`config.mk`:
```
export PLATFORM = sky130hd
export DESIGN_NAME = iir_filter_with_output_clamp_unit
export DESIGN_NICKNAME = d
export VERILOG_FILES = /design/src/rtl/iirc_pkg.sv /design/src/rtl/iirc_dmac.sv /design/src/rtl/iirc_post.sv /design/src/rtl/iir_filter_with_output_clamp_unit.sv
export SDC_FILE = /design/constraint.sdc
export NUM_CORES = 1
export LEC_CHECK = 0
export ABC_AREA = 1
export ABC_CLOCK_PERIOD_IN_PS = 7100
export BUFFER_PORTS_ARGS = -buffer_cell sky130_fd_sc_hd__buf_4
export CAP_MARGIN = 20
export CORE_MARGIN = 4
export CORE_UTILIZATION = 35
export CTS_CLUSTER_SIZE = 24
export DETAILED_ROUTE_END_ITERATION = 8
export PLACE_DENSITY = 0.52
export SYNTH_ARGS = -nofsm -noshare
export SYNTH_HDL_FRONTEND = slang
export SYNTH_SLANG_ARGS = --single-unit
```
`constraint.sdc`:
```
create_clock -name i_clk -period 7.1 [get_ports i_clk]
set_clock_uncertainty 0.15 [all_clocks]
set_input_delay 1.775 -clock i_clk [delete_from_list [all_inputs] [get_ports i_clk]]
set_output_delay 1.775 -clock i_clk [all_outputs]
set_load 0.01 [all_outputs]
```
`src/rtl/iirc_pkg.sv`:
```
// ----------------------------------------------------------------------------
// iirc_pkg : shared constants and types for the clamped IIR biquad
// Field widths, fixed-point layout, operation and register codes, and the
// control/status bundles passed between the sequencer and the serial MAC.
// ----------------------------------------------------------------------------
package iirc_pkg;

    localparam int SAMPLE_W  = 16;            // input/output sample width
    localparam int COEF_W    = 18;            // Q4.14 coefficients and gain
    localparam int FRAC_W    = 14;            // fractional bits of a coefficient
    localparam int ROUND_SH  = 2 * FRAC_W;    // binary point of the accumulator
    localparam int ACC_W     = 56;            // accumulator, covers the full sum
    localparam int DIGIT_W   = 4;             // multiplier digit per cycle
    localparam int MULT_W    = 20;            // serial operand, whole digits
    localparam int NARROW_DIGITS = SAMPLE_W / DIGIT_W;
    localparam int WIDE_DIGITS   = MULT_W / DIGIT_W;
    localparam int CNT_W     = 3;             // holds WIDE_DIGITS
    localparam int RND_W     = ACC_W - ROUND_SH + 1;
    localparam int ADDR_W    = 5;
    localparam int DATA_W    = 32;
    localparam int NUM_TAPS  = 3;
    localparam int DEN_TAPS  = 2;
    localparam int ORDER_DEF = 2;

    localparam logic signed [COEF_W-1:0] UNITY_RST = COEF_W'(16384);

    // Product terms in the order they are accumulated
    typedef enum logic [2:0] {
        OP_N0   = 3'd0,
        OP_N1   = 3'd1,
        OP_N2   = 3'd2,
        OP_GAIN = 3'd3,
        OP_D0   = 3'd4,
        OP_D1   = 3'd5
    } t_op;

    // Register map, word index
    typedef enum logic [2:0] {
        REG_NUM0  = 3'd0,
        REG_NUM1  = 3'd1,
        REG_NUM2  = 3'd2,
        REG_DEN0  = 3'd3,
        REG_DEN1  = 3'd4,
        REG_GAIN  = 3'd5,
        REG_UPPER = 3'd6,
        REG_LOWER = 3'd7
    } t_reg;

    typedef struct packed {
        logic start;   // load operands and begin
        logic clr;     // clear accumulator on load
        logic neg;     // subtract the product
        logic wide;    // serial operand uses all digits
    } t_mac_ctl;

    typedef struct packed {
        logic busy;
        logic done;
    } t_mac_sts;

endpackage

```
`src/rtl/iirc_dmac.sv`:
```
// ----------------------------------------------------------------------------
// iirc_dmac : digit-serial multiply-accumulate
// Consumes the serial operand one 4-bit digit per cycle, least significant
// first; the top digit carries the sign weight.
// ----------------------------------------------------------------------------
module iirc_dmac (
    input  logic                                i_clk,
    input  logic                                i_rst_n,
    input  iirc_pkg::t_mac_ctl                  i_ctl,
    input  logic signed [iirc_pkg::ACC_W-1:0]   i_a,
    input  logic signed [iirc_pkg::MULT_W-1:0]  i_b,
    output iirc_pkg::t_mac_sts                  o_sts,
    output logic signed [iirc_pkg::ACC_W-1:0]   o_acc
);
    import iirc_pkg::*;

    logic                      r_busy;
    logic                      r_done;
    logic [CNT_W-1:0]          r_cnt;
    logic                      r_neg;
    logic signed [ACC_W-1:0]   r_a;
    logic [MULT_W-1:0]         r_b;
    logic signed [ACC_W-1:0]   r_acc;

    logic [DIGIT_W-1:0]        w_digit;
    logic                      w_last;
    logic signed [DIGIT_W:0]   w_sdig;
    logic signed [ACC_W+DIGIT_W:0] w_prod;
    logic signed [ACC_W-1:0]   w_term;

    assign w_digit = r_b[DIGIT_W-1:0];
    assign w_last  = (r_cnt == CNT_W'(1));
    // sign weight only on the top digit
    assign w_sdig  = {w_last & w_digit[DIGIT_W-1], w_digit};
    assign w_prod  = r_a * w_sdig;
    assign w_term  = w_prod[ACC_W-1:0];

    always_ff @(posedge i_clk) begin
        if (!i_rst_n) begin
            r_busy <= 1'b0;
            r_done <= 1'b0;
            r_cnt  <= '0;
        end else begin
            r_done <= 1'b0;
            if (i_ctl.start) begin
                r_busy <= 1'b1;
                r_cnt  <= i_ctl.wide ? CNT_W'(WIDE_DIGITS) : CNT_W'(NARROW_DIGITS);
            end else if (r_busy) begin
                r_cnt <= r_cnt - CNT_W'(1);
                if (w_last) begin
                    r_busy <= 1'b0;
                    r_done <= 1'b1;
                end
            end
        end
    end

    always_ff @(posedge i_clk) begin
        if (i_ctl.start) begin
            r_neg <= i_ctl.neg;
            r_a   <= i_a;
            r_b   <= i_b;
            if (i_ctl.clr) begin
                r_acc <= '0;
            end
        end else if (r_busy) begin
            r_acc <= r_neg ? (r_acc - w_term) : (r_acc + w_term);
            r_a   <= r_a <<< DIGIT_W;
            r_b   <= r_b >> DIGIT_W;
        end
    end

    assign o_sts.busy = r_busy;
    assign o_sts.done = r_done;
    assign o_acc      = r_acc;

endmodule

```
`src/rtl/iirc_post.sv`:
```
// ----------------------------------------------------------------------------
// iirc_post : round, saturate and clamp
// Rounds the Q28 accumulator to nearest (ties up), saturates to 16 bits with
// a flag, then applies the optional upper and lower limits.
// ----------------------------------------------------------------------------
module iirc_post (
    input  logic signed [iirc_pkg::ACC_W-1:0]    i_acc,
    input  logic signed [iirc_pkg::SAMPLE_W-1:0] i_upper,
    input  logic signed [iirc_pkg::SAMPLE_W-1:0] i_lower,
    output logic signed [iirc_pkg::SAMPLE_W-1:0] o_sample,
    output logic                                 o_ovf
);
    import iirc_pkg::*;

    localparam logic signed [RND_W-1:0] SAT_MAX = RND_W'((2 ** (SAMPLE_W - 1)) - 1);
    localparam logic signed [RND_W-1:0] SAT_MIN = -RND_W'(2 ** (SAMPLE_W - 1));

    logic signed [RND_W-1:0]    w_rnd;
    logic                       w_hi;
    logic                       w_lo;
    logic signed [SAMPLE_W-1:0] w_sat;
    logic signed [SAMPLE_W-1:0] w_up;

    // floor(acc / 2^28) plus the half bit
    assign w_rnd = {i_acc[ACC_W-1], i_acc[ACC_W-1:ROUND_SH]}
                 + {{(RND_W-1){1'b0}}, i_acc[ROUND_SH-1]};
    assign w_hi  = (w_rnd > SAT_MAX);
    assign w_lo  = (w_rnd < SAT_MIN);

    always_comb begin
        if (w_hi) begin
            w_sat = SAT_MAX[SAMPLE_W-1:0];
        end else if (w_lo) begin
            w_sat = SAT_MIN[SAMPLE_W-1:0];
        end else begin
            w_sat = w_rnd[SAMPLE_W-1:0];
        end
        w_up     = ((i_upper != '0) && (w_sat > i_upper)) ? i_upper : w_sat;
        o_sample = ((i_lower != '0) && (w_up < i_lower)) ? i_lower : w_up;
    end

    assign o_ovf = w_hi | w_lo;

endmodule

```
`src/rtl/iir_filter_with_output_clamp_unit.sv`:
```
// ----------------------------------------------------------------------------
// iir_filter_with_output_clamp_unit : second-order IIR, direct form I, clamped
// Filters signed 16-bit samples with Q4.14 coefficients and gain, rounds and
// saturates the result, then clamps it to programmable limits.
// ----------------------------------------------------------------------------
// Usage
//   Input channel : i_in_valid / o_in_stall with i_sample_in. One beat per
//   sample; o_in_stall is high while a sample is being worked on.
//   Output channel: o_out_valid / i_out_stall with o_sample_out and
//   o_overflowed, one beat per input beat, in order.
//   APB port: eight word registers (numerator 0..2, denominator 0..1, gain,
//   upper and lower limit) at byte address 4*index; write only while idle.
// Sequencing
//   All products run through one digit-serial MAC, 4 bits of the serial
//   operand per cycle: samples use 4 digits, the gain 5. With ORDER 2 each
//   sample takes three numerator products, the gain product and two
//   feedback products; ORDER 1 drops the oldest numerator and feedback
//   taps. A new sample is taken only once the previous one has left the
//   finishing step.
// Reset and back-pressure
//   Reset clears histories, limits and coefficients (numerator 2 and gain to
//   unity). A finished beat waits in the output register while the receiver
//   stalls; the next sample is still taken and computed, and its finishing
//   step holds until the output register frees.
// ----------------------------------------------------------------------------
module iir_filter_with_output_clamp_unit #(
    parameter int ORDER = iirc_pkg::ORDER_DEF
) (
    input  logic                                 i_clk,
    input  logic                                 i_rst_n,
    input  logic                                 i_in_valid,
    output logic                                 o_in_stall,
    input  logic signed [iirc_pkg::SAMPLE_W-1:0] i_sample_in,
    output logic                                 o_out_valid,
    input  logic                                 i_out_stall,
    output logic signed [iirc_pkg::SAMPLE_W-1:0] o_sample_out,
    output logic                                 o_overflowed,
    input  logic                                 psel,
    input  logic                                 penable,
    input  logic                                 pwrite,
    input  logic [iirc_pkg::ADDR_W-1:0]          paddr,
    input  logic [iirc_pkg::DATA_W-1:0]          pwdata,
    output logic [iirc_pkg::DATA_W-1:0]          prdata,
    output logic                                 pready
);
    import iirc_pkg::*;

    typedef enum logic [3:0] {
        S_IDLE   = 4'b0001,
        S_ISSUE  = 4'b0010,
        S_WAIT   = 4'b0100,
        S_FINISH = 4'b1000
    } t_state;

    // first tap used; reduced order drops the oldest terms
    localparam t_op FIRST_OP = (ORDER >= 2) ? OP_N0 : OP_N1;

    // ---- configuration registers
    logic signed [COEF_W-1:0]   r_num [NUM_TAPS];
    logic signed [COEF_W-1:0]   r_den [DEN_TAPS];
    logic signed [COEF_W-1:0]   r_gain;
    logic signed [SAMPLE_W-1:0] r_upper;
    logic signed [SAMPLE_W-1:0] r_lower;

    // ---- filter state
    logic signed [SAMPLE_W-1:0] r_x_hist [NUM_TAPS];   // oldest first
    logic signed [SAMPLE_W-1:0] r_y_hist [DEN_TAPS];   // oldest first

    t_state r_state;
    t_state n_state;
    t_op    r_op;
    t_op    n_op;

    logic                       r_out_valid;
    logic signed [SAMPLE_W-1:0] r_sample_out;
    logic                       r_overflowed;

    logic                       w_cfg_wr;
    t_reg                       w_reg;
    logic                       w_in_acc;
    logic                       w_load_out;
    t_mac_ctl                   w_ctl;
    t_mac_sts                   w_sts;
    logic signed [ACC_W-1:0]    w_a;
    logic signed [MULT_W-1:0]   w_b;
    logic signed [ACC_W-1:0]    w_acc;
    logic signed [SAMPLE_W-1:0] w_y;
    logic                       w_ovf;

    // ---- APB register file
    assign pready   = 1'b1;
    assign w_cfg_wr = psel & penable & pwrite;
    assign w_reg    = t_reg'(paddr[ADDR_W-1:2]);

    always_ff @(posedge i_clk) begin
        if (!i_rst_n) begin
            r_num[0] <= '0;
            r_num[1] <= '0;
            r_num[2] <= UNITY_RST;
            r_den[0] <= '0;
            r_den[1] <= '0;
            r_gain   <= UNITY_RST;
            r_upper  <= '0;
            r_lower  <= '0;
        end else if (w_cfg_wr) begin
            unique case (w_reg)
                REG_NUM0:  r_num[0] <= pwdata[COEF_W-1:0];
                REG_NUM1:  r_num[1] <= pwdata[COEF_W-1:0];
                REG_NUM2:  r_num[2] <= pwdata[COEF_W-1:0];
                REG_DEN0:  r_den[0] <= pwdata[COEF_W-1:0];
                REG_DEN1:  r_den[1] <= pwdata[COEF_W-1:0];
                REG_GAIN:  r_gain   <= pwdata[COEF_W-1:0];
                REG_UPPER: r_upper  <= pwdata[SAMPLE_W-1:0];
                REG_LOWER: r_lower  <= pwdata[SAMPLE_W-1:0];
                default:   r_lower  <= r_lower;
            endcase
        end
    end

    // read back sign-extended
    always_comb begin
        unique case (w_reg)
            REG_NUM0:  prdata = DATA_W'(r_num[0]);
            REG_NUM1:  prdata = DATA_W'(r_num[1]);
            REG_NUM2:  prdata = DATA_W'(r_num[2]);
            REG_DEN0:  prdata = DATA_W'(r_den[0]);
            REG_DEN1:  prdata = DATA_W'(r_den[1]);
            REG_GAIN:  prdata = DATA_W'(r_gain);
            REG_UPPER: prdata = DATA_W'(r_upper);
            REG_LOWER: prdata = DATA_W'(r_lower);
            default:   prdata = '0;
        endcase
    end

    // ---- input side: take a beat only when idle
    assign o_in_stall = (r_state != S_IDLE);
    assign w_in_acc   = i_in_valid & (r_state == S_IDLE);

    // ---- output side: finishing step waits for a free output register
    assign w_load_out = (r_state == S_FINISH) & (~r_out_valid | ~i_out_stall);

    // ---- product sequence
    always_comb begin
        unique case (r_op)
            OP_N0:   n_op = OP_N1;
            OP_N1:   n_op = OP_N2;
            OP_N2:   n_op = OP_GAIN;
            OP_GAIN: n_op = (ORDER >= 2) ? OP_D0 : OP_D1;
            OP_D0:   n_op = OP_D1;
            default: n_op = OP_D1;
        endcase
    end

    // operand select: sum the numerator taps, scale by gain, subtract the
    // feedback taps shifted up to the Q28 point
    always_comb begin
        w_ctl.start = (r_state == S_ISSUE);
        w_ctl.clr   = (r_op == FIRST_OP) || (r_op == OP_GAIN);
        w_ctl.neg   = (r_op == OP_D0) || (r_op == OP_D1);
        w_ctl.wide  = (r_op == OP_GAIN);
        unique case (r_op)
            OP_N0: begin
                w_a = ACC_W'(r_num[0]);
                w_b = MULT_W'(r_x_hist[0]);
            end
            OP_N1: begin
                w_a = ACC_W'(r_num[1]);
                w_b = MULT_W'(r_x_hist[1]);
            end
            OP_N2: begin
                w_a = ACC_W'(r_num[2]);
                w_b = MULT_W'(r_x_hist[2]);
            end
            OP_GAIN: begin
                w_a = w_acc;
                w_b = MULT_W'(r_gain);
            end
            OP_D0: begin
                w_a = ACC_W'(r_den[0]) <<< FRAC_W;
                w_b = MULT_W'(r_y_hist[0]);
            end
            default: begin
                w_a = ACC_W'(r_den[1]) <<< FRAC_W;
                w_b = MULT_W'(r_y_hist[1]);
            end
        endcase
    end

    always_comb begin
        n_state = r_state;
        unique case (r_state)
            S_IDLE:   if (w_in_acc) n_state = S_ISSUE;
            S_ISSUE:  n_state = S_WAIT;
            S_WAIT: begin
                if (w_sts.done) begin
                    n_state = (r_op == OP_D1) ? S_FINISH : S_ISSUE;
                end
            end
            S_FINISH: if (w_load_out) n_state = S_IDLE;
            default:  n_state = S_IDLE;
        endcase
    end

    always_ff @(posedge i_clk) begin
        if (!i_rst_n) begin
            r_state     <= S_IDLE;
            r_op        <= FIRST_OP;
            r_out_valid <= 1'b0;
            r_x_hist[0] <= '0;
            r_x_hist[1] <= '0;
            r_x_hist[2] <= '0;
            r_y_hist[0] <= '0;
            r_y_hist[1] <= '0;
        end else begin
            r_state <= n_state;
            if (w_in_acc) begin
                // shift the newest sample in
                r_x_hist[0] <= r_x_hist[1];
                r_x_hist[1] <= r_x_hist[2];
                r_x_hist[2] <= i_sample_in;
                r_op        <= FIRST_OP;
            end else if ((r_state == S_WAIT) && w_sts.done && (r_op != OP_D1)) begin
                r_op <= n_op;
            end
            if (w_load_out) begin
                r_y_hist[0] <= r_y_hist[1];
                r_y_hist[1] <= w_y;
                r_out_valid <= 1'b1;
            end else if (!i_out_stall) begin
                r_out_valid <= 1'b0;
            end
        end
    end

    always_ff @(posedge i_clk) begin
        if (w_load_out) begin
            r_sample_out <= w_y;
            r_overflowed <= w_ovf;
        end
    end

    assign o_out_valid  = r_out_valid;
    assign o_sample_out = r_sample_out;
    assign o_overflowed = r_overflowed;

    iirc_dmac u_dmac (
        .i_clk   (i_clk),
        .i_rst_n (i_rst_n),
        .i_ctl   (w_ctl),
        .i_a     (w_a),
        .i_b     (w_b),
        .o_sts   (w_sts),
        .o_acc   (w_acc)
    );

    iirc_post u_post (
        .i_acc    (w_acc),
        .i_upper  (r_upper),
        .i_lower  (r_lower),
        .o_sample (w_y),
        .o_ovf    (w_ovf)
    );

    // ---- checks
    a_mac_idle: assert property (@(posedge i_clk) disable iff (!i_rst_n)
        (r_state == S_IDLE) |-> !w_sts.busy)
        else $error("MAC busy while sequencer idle");

    a_done_wait: assert property (@(posedge i_clk) disable iff (!i_rst_n)
        w_sts.done |-> (r_state == S_WAIT))
        else $error("MAC finished outside wait state");

    a_out_from_finish: assert property (@(posedge i_clk) disable iff (!i_rst_n)
        $rose(o_out_valid) |-> $past(r_state == S_FINISH))
        else $error("output beat not produced by finishing step");

endmodule
```
-- Word-level counts from Yosys, hierarchy flattened
Memories as Yosys holds them, arrays and structs flattened.
Index checks and enable logic that the tools add are counted.
- add/sub/neg operators: 4
- multipliers: 1
- $lt $le $gt $ge: 4
- equal/unequal tests: 24
- muxes and demuxes: 67
- bitwise operators: 21
- reductions and logical operators: 18
- operators by type and width (cell ; count):
    56-bit two-way mux ; 6
    56-bit one-hot mux with 5 select lines ; 1
    32-bit one-hot mux with 8 select lines ; 1
    16-bit two-way mux ; 9
    20-bit one-hot mux with 5 select lines ; 1
    18-bit two-way mux ; 5
    56-bit adder ; 1
    56-bit by 5-bit multiplier with 56-bit output ; 1
    56-bit subtractor ; 1
    20-bit two-way mux ; 2
    1-bit two-way mux ; 34
    16-bit nonzero test ; 2
    28-bit by 2-bit adder with 29-bit output ; 1
    29-bit by 16-bit > comparator with 1-bit output, second input constant ; 1
    29-bit by 16-bit < comparator with 1-bit output, second input constant ; 1
    3-bit equality test, second input constant ; 6
    16-bit > comparator ; 1
    16-bit < comparator ; 1
    4-bit two-way mux ; 4
    4-bit one-hot mux with 4 select lines ; 1
    3-bit by 2-bit equality test with 1-bit output, second input constant ; 4
    1-bit bitwise OR ; 12
    3-bit one-hot mux with 4 select lines ; 1
    3-bit by 1-bit equality test with 1-bit output, second input constant ; 3
    other kinds (20) ; 39
- flip-flop bits (word level): 213
- memory bits (writable): 170
- bits of input ports: 60
- output and inout bits: 52
- logic and storage cells: 158
- memories kept: 4
- memory list (name ; depth ; width ; rd ports ; clocked after memory_dff ; wr ports ; RTL line ; RTL):
    r_num ; 3 ; 18 ; 3 ; 0 ; 3 ; iir_filter_with_output_clamp_unit.sv:59 ; logic signed [COEF_W-1:0] r_num [NUM_TAPS];
    r_x_hist ; 3 ; 16 ; 3 ; 0 ; 3 ; iir_filter_with_output_clamp_unit.sv:66 ; logic signed [SAMPLE_W-1:0] r_x_hist [NUM_TAPS];
    r_den ; 2 ; 18 ; 2 ; 0 ; 2 ; iir_filter_with_output_clamp_unit.sv:60 ; logic signed [COEF_W-1:0] r_den [DEN_TAPS];
    r_y_hist ; 2 ; 16 ; 2 ; 0 ; 2 ; iir_filter_with_output_clamp_unit.sv:67 ; logic signed [SAMPLE_W-1:0] r_y_hist [DEN_TAPS];

-- Logic depth before layout (Yosys ltp)
- depth after elaboration: 11
- mapped depth: 54
- gate-level depth less buffers: 52

-- By module
From an unflattened synthesis, not the netlist that was laid out.
- cells, all modules: 5236
- area total of the unflattened synthesis: 36112.1 µm²
- by module, submodules not included (module ; instances ; cells an instance ; area an instance (µm²)):
    iirc_dmac ; 1 ; 3444 ; 22066.2
    iir_filter_with_output_clamp_unit ; 1 ; 1349 ; 11618.6
    iirc_post ; 1 ; 443 ; 2427.3

-- Worst setup path after synthesis
Ideal clock, no wire load.
- path kind: reg2reg
- start: register u_dmac.r_cnt[1]
- end: register u_dmac.r_acc[55], in the netlist u_dmac.o_acc[55], data pin
- arrival time: 7256 ps
- required time: 6695 ps
- slack: -561 ps
- stages on the path, launching flop included: 47
- path buffers: 2
- cell sequence: dfxtp_1 > inv_1 > ha_1 > inv_1 > nor2_1 > inv_1 > nor2_1 > clkbuf_1 > clkinv_1 > clkbuf_1 > nor2_1 > fa_1 > inv_1 > fa_1 > fa_1 > inv_1 > ha_1 > a21oi_2 > [... 11 more ...] > inv_2 > nand2_1 > o21ai_1 > xor2_1 > inv_1 > ha_1 > nand2_1 > nor2_1 > inv_1 > o221ai_1 > a2111oi_0 > nand2_1 > o21bai_1 > xor2_1 > inv_1 > nand3_1 > nand2_1 > nor2_1
- cells in the longest elaborated chain, start to end: 7
- elaborated cells between the ends (all ways): 8
- classes of those cells: add/sub: 2; mul: 1; eq/ne: 1; mux: 3; bitwise: 1
- RTL lines (element ; RTL line ; RTL):
    start, declared ; iirc_dmac.sv:19 ; logic [CNT_W-1:0] r_cnt;
    start signal, assigned ; iirc_dmac.sv:47 ; r_cnt <= i_ctl.wide ? CNT_W'(WIDE_DIGITS) : CNT_W'(NARROW_DIGITS);
    start signal, assigned ; iirc_dmac.sv:49 ; r_cnt <= r_cnt - CNT_W'(1);
    3-bit by 1-bit equality test with 1-bit output (*) ; iirc_dmac.sv:32 ; assign w_last = (r_cnt == CNT_W'(1));
    1-bit AND (*) ; iirc_dmac.sv:34 ; assign w_sdig = {w_last & w_digit[DIGIT_W-1], w_digit};
    56-bit by 5-bit multiplier with 56-bit output (*) ; iirc_dmac.sv:35 ; assign w_prod = r_a * w_sdig;
    56-bit adder / 56-bit subtractor (equally long branches) ; iirc_dmac.sv:67 ; r_acc <= r_neg ? (r_acc - w_term) : (r_acc + w_term);
    56-bit two-way mux (*) ; iirc_dmac.sv:67 ;
    56-bit two-way mux (*) ; iirc_dmac.sv:66 ; end else if (r_busy) begin
    56-bit two-way mux (*) ; iirc_dmac.sv:59 ; if (i_ctl.start) begin
    end signal, assigned ; iirc_dmac.sv:67 ;
    end, declared ; iirc_dmac.sv:23 ; logic signed [ACC_W-1:0] r_acc;
Mark *: on every way between the ends. The rest lies on a longest branch, timed or not. The select of a mux whose other input is x is not followed.
A chain may end at the register's enable or synchronous reset.

-- Worst setup path after layout
Ends and elaborated chain as after synthesis.

==> flow_summary_export.csv <==
group,metric,value,unit
status,status,"finished with violations",
status,violations,"negative setup slack",
critical_path,critPathMaxStageDelay,510,ps
sta,rsz0062_at_grt,"true",
sta,setup_violations,32,
critical_path,critPathKind,"reg -> reg",
floorplanning,die-area,99750,sq um
floorplanning,rows,112,
logic_synthesis,seq_area_frac_synth,32.59,%
sta,hold_viol,0,
detailed_routing,vias,31140,
placed_design,post-dp-hpwl,88530,microns
sta,slew_headroom,29.76,%
sta,setup_ws,-982.4,ps
floorplanning,die_w,315.8,microns
logic_synthesis,ys_ff_latch,381,
clock_tree,cts_buffers,43,
sta,worstMarginPinSlew,1052,ps
clock_tree,clk_latency,600,ps
critical_path,end_kind,"flip-flop",
logic_synthesis,synth_area_per_cell,7.644,sq um
cells_and_area,syn_to_final_growth,31.21,%
critical_path,worstReg2RegStart,"u_dmac.r_cnt[1]",
detailed_routing,avgRoutedWirePerCell,18.15,microns
cells_and_area,final_common_cell,"inv_1",
clock_tree,htreeDepth,2,
hold_path,worstHoldStart,"u_dmac.r_busy",
logic_synthesis,synth_area,33170,sq um
cells_and_area,layout.nets,5443,
global_route,grt_pass1_vias,30640,
critical_path,rrSetupSlack,-980,ps
global_route,antenna_found_initial,0,
critical_path,reg2reg_depth,48,
cells_and_area,multi_input_area,19930,sq um
floorplanning,core,93610,sq um
logic_synthesis,synth_top_area_share,28.79,%
clock_tree,root_buffer,"clkbuf_16",
critical_path,critPathBufInv,12,
logic_synthesis,synth_edf_count,318,
detailed_routing,wl,114600,microns
clock_tree,hold_buffers,0,
detailed_routing,dr.pass1.iters,6,
critical_path,cp.arrival,8270,ps
critical_path,cpLargestDelayFamily,"simple AND/OR/NAND/NOR gates",
logic_synthesis,yosysWarnings,0,
clock_tree,clockBufferDepth,3,
critical_path,cp_max_fo,6,
clock_tree,clock-sinks,381,
placed_design,place_ws,-1133,ps
logic_synthesis,synthArstFlopShare,0,%
critical_path,start_kind,"flip-flop",
hold_path,holdPathEnd,"u_dmac.r_busy",
critical_path,reg2reg_to,"u_dmac.o_acc[55]",
logic_synthesis,synth_cell_types,65,
sta,post-route-min-period,8082,ps
cells_and_area,fillers,9428,
detailed_routing,ant_nets,0,
cells_and_area,final_area,43520,sq um
detailed_routing,drt_iter0_markers,2335,
detailed_routing,avgViaCountPerCell,4.932,
clock_tree,cts_tree,"built",
logic_synthesis,syn_inst,4339,
hold_path,hold_path_depth,2,
global_route,grt_max_degree,65,
logic_synthesis,synth_area_leaders,"edfxtp_1, inv_1, fa_1",
critical_path,cp.required,7280,ps
sta,fin_crit_sh,113.8,%
global_route,grt_overflow_total,0,
placed_design,dpl.cell_count,6178,
clock_tree,path_clk_slew,60,ps
logic_synthesis,synth_area_leader_cell,"edfxtp_1",
cells_and_area,final_core_util,46.49,%
logic_synthesis,syn-num-nets,4756,
floorplanning,start_util,35.43,%
floorplanning,die_y,315.8,microns
sta,slew_viol_final,0,
floorplanning,pin_count,112,
global_route,grt_pass1_wl,174000,microns
critical_path,crit_slowest_cell,"fa_1",
cells_and_area,final_cell_mix,"inv_1, nand2_1, buf_4, nor2_1, edfxtp_1",
placed_design,place.gp.congestion,0.9648,
logic_synthesis,synth_ff_type,"edfxtp_1",
sta,timing.fmax,123.7,MHz
cells_and_area,antenna_cells,0,
flow_run,max-cap-violations,0,
placed_design,place_area,40080,sq um
cells_and_area,stdcell_count,6314,
placed_design,port_buffers,94,
cells_and_area,drive_above_1_share,24.98,%
global_route,track_usage,22.36,%
detailed_routing,drc_errors,0,
cells_and_area,layout.area.seq,10810,sq um
hold_path,min_path_type,"reg -> reg",
[area by class of cell]
cell class | instances | share of cell area (%)
Clock inverter | 25 | 0.7188
Clock buffer | 54 | 2.637
Sequential cell | 381 | 24.85
Timing Repair Buffer | 787 | 13.97
Inverter | 961 | 8.361
Multi-Input combinational cell | 2850 | 45.79
Tap cell | 1254 | 3.606
Timing Repair inverter | 2 | 0.07188
[how the worst max path moves through the flow]
stage,start,endpoint,cells after the start
6_report,u_dmac.r_cnt[1],u_dmac.o_acc[55],48
5_1_grt,u_dmac.r_cnt[1],u_dmac.o_acc[54],47
4_1_cts,u_dmac.r_cnt[1],u_dmac.o_acc[54],49
3_5_place_dp,u_dmac.r_cnt[1],u_dmac.o_acc[54],46
3_3_place_gp,u_dmac.r_cnt[1],u_dmac.o_acc[54],46
2_1_floorplan,u_dmac.r_cnt[1],u_dmac.o_acc[55],45
[worst reg2reg max path, delay by kind of cell, from the launching register on]
kind                     cells  cell delay [ps]
AO/OA/AOI/OAI                8             1400
buffers and inverters       12             1100
flip-flops                   1              320
AND/OR/NAND/NOR             19             2150
XOR/XNOR                     3              680
adder cells (fa/ha/maj)      6             2070
[cells in the mapped netlist, types with 4 or more instances]
master / number
inv_1: 953
buf_1: 12
fa_1: 157
nor3_1: 32
o211ai_1: 18
a21oi_1: 321
xnor2_1: 39
o21a_1: 31
nor4_1: 20
nand2_4: 12
o21bai_1: 10
nand3_1: 104
a211oi_1: 4
or2_2: 7
nor2_2: 17
clkbuf_1: 116
o21ai_1: 9
ha_1: 200
nand3b_1: 4
nand4_1: 40
o22ai_1: 39
o21ai_0: 247
dfxtp_1: 63
a31oi_1: 33
o2111ai_1: 15
edfxtp_1: 318
nand2_2: 18
nand3_2: 4
clkinv_1: 5
xor2_1: 79
a221oi_1: 58
buf_4: 15
nor2_4: 4
nand2_1: 802
a22oi_1: 13
o221ai_1: 21
nor2_1: 438
a21o_1: 17
[per-layer routing]
| layer | wire [microns] | vias up | track usage (%) | part of all wire (%) |
|---|---|---|---|---|
| met4 | 3974 | 0 | 6.672 | 3.5 |
| met5 | 0 | - | 0 | 0 |
| met1 | 52560 | 14790 | 31.11 | 46 |
| li1 | - | 15390 | - | - |
| met2 | 52800 | 780 | 37.18 | 46 |
| met3 | 5259 | 178 | 1.947 | 4.6 |
[timing repair]
item / CTS / global route
setup endpoints to repair: 34 / 70
cloned: 0 / 2
pin swaps: 42 / 77
buffers inserted: 15 / 39
gates resized for setup: 99 / 277
[stage by stage]
stage	hold WS [ps]	TNS, ps
floorplan	310.5	-55.35
global placement	359.0	-21390
detailed placement	355.7	-22360
CTS	365.3	-16000
global route	410.5	-28320
finish	365.7	-17990
[cells by family (layout without fill, tap and decap cells)]
kind of cell               after synthesis  count (layout)  share of synthesized area (%)
other                                    1               1                        0.01131
AOI/OAI and AO/OA                      860             860                          15.33
xor gates and xnor gates               118             118                          3.116
adders and majority gates              357             357                          17.02
buffers and inverters                 1108            1829                          12.77
DFF                                    381             381                          32.59
and+or+nand+nor                       1514            1514                          19.15
[state kept, by name, indices dropped and copies added, names as in the netlist, 4 cells and up]
name and flops:
r_den 36, r_y_hist 32, u_dmac.r_b 18, r_state 4, u_dmac.o_acc 56, r_upper 16
r_lower 16, r_num 54, o_sample_out 16, u_dmac.r_a 56, r_x_hist 48, r_gain 18
Power is not shown: default switching activity piles up to over one toggle a cycle in this logic, so the estimate is an artifact.
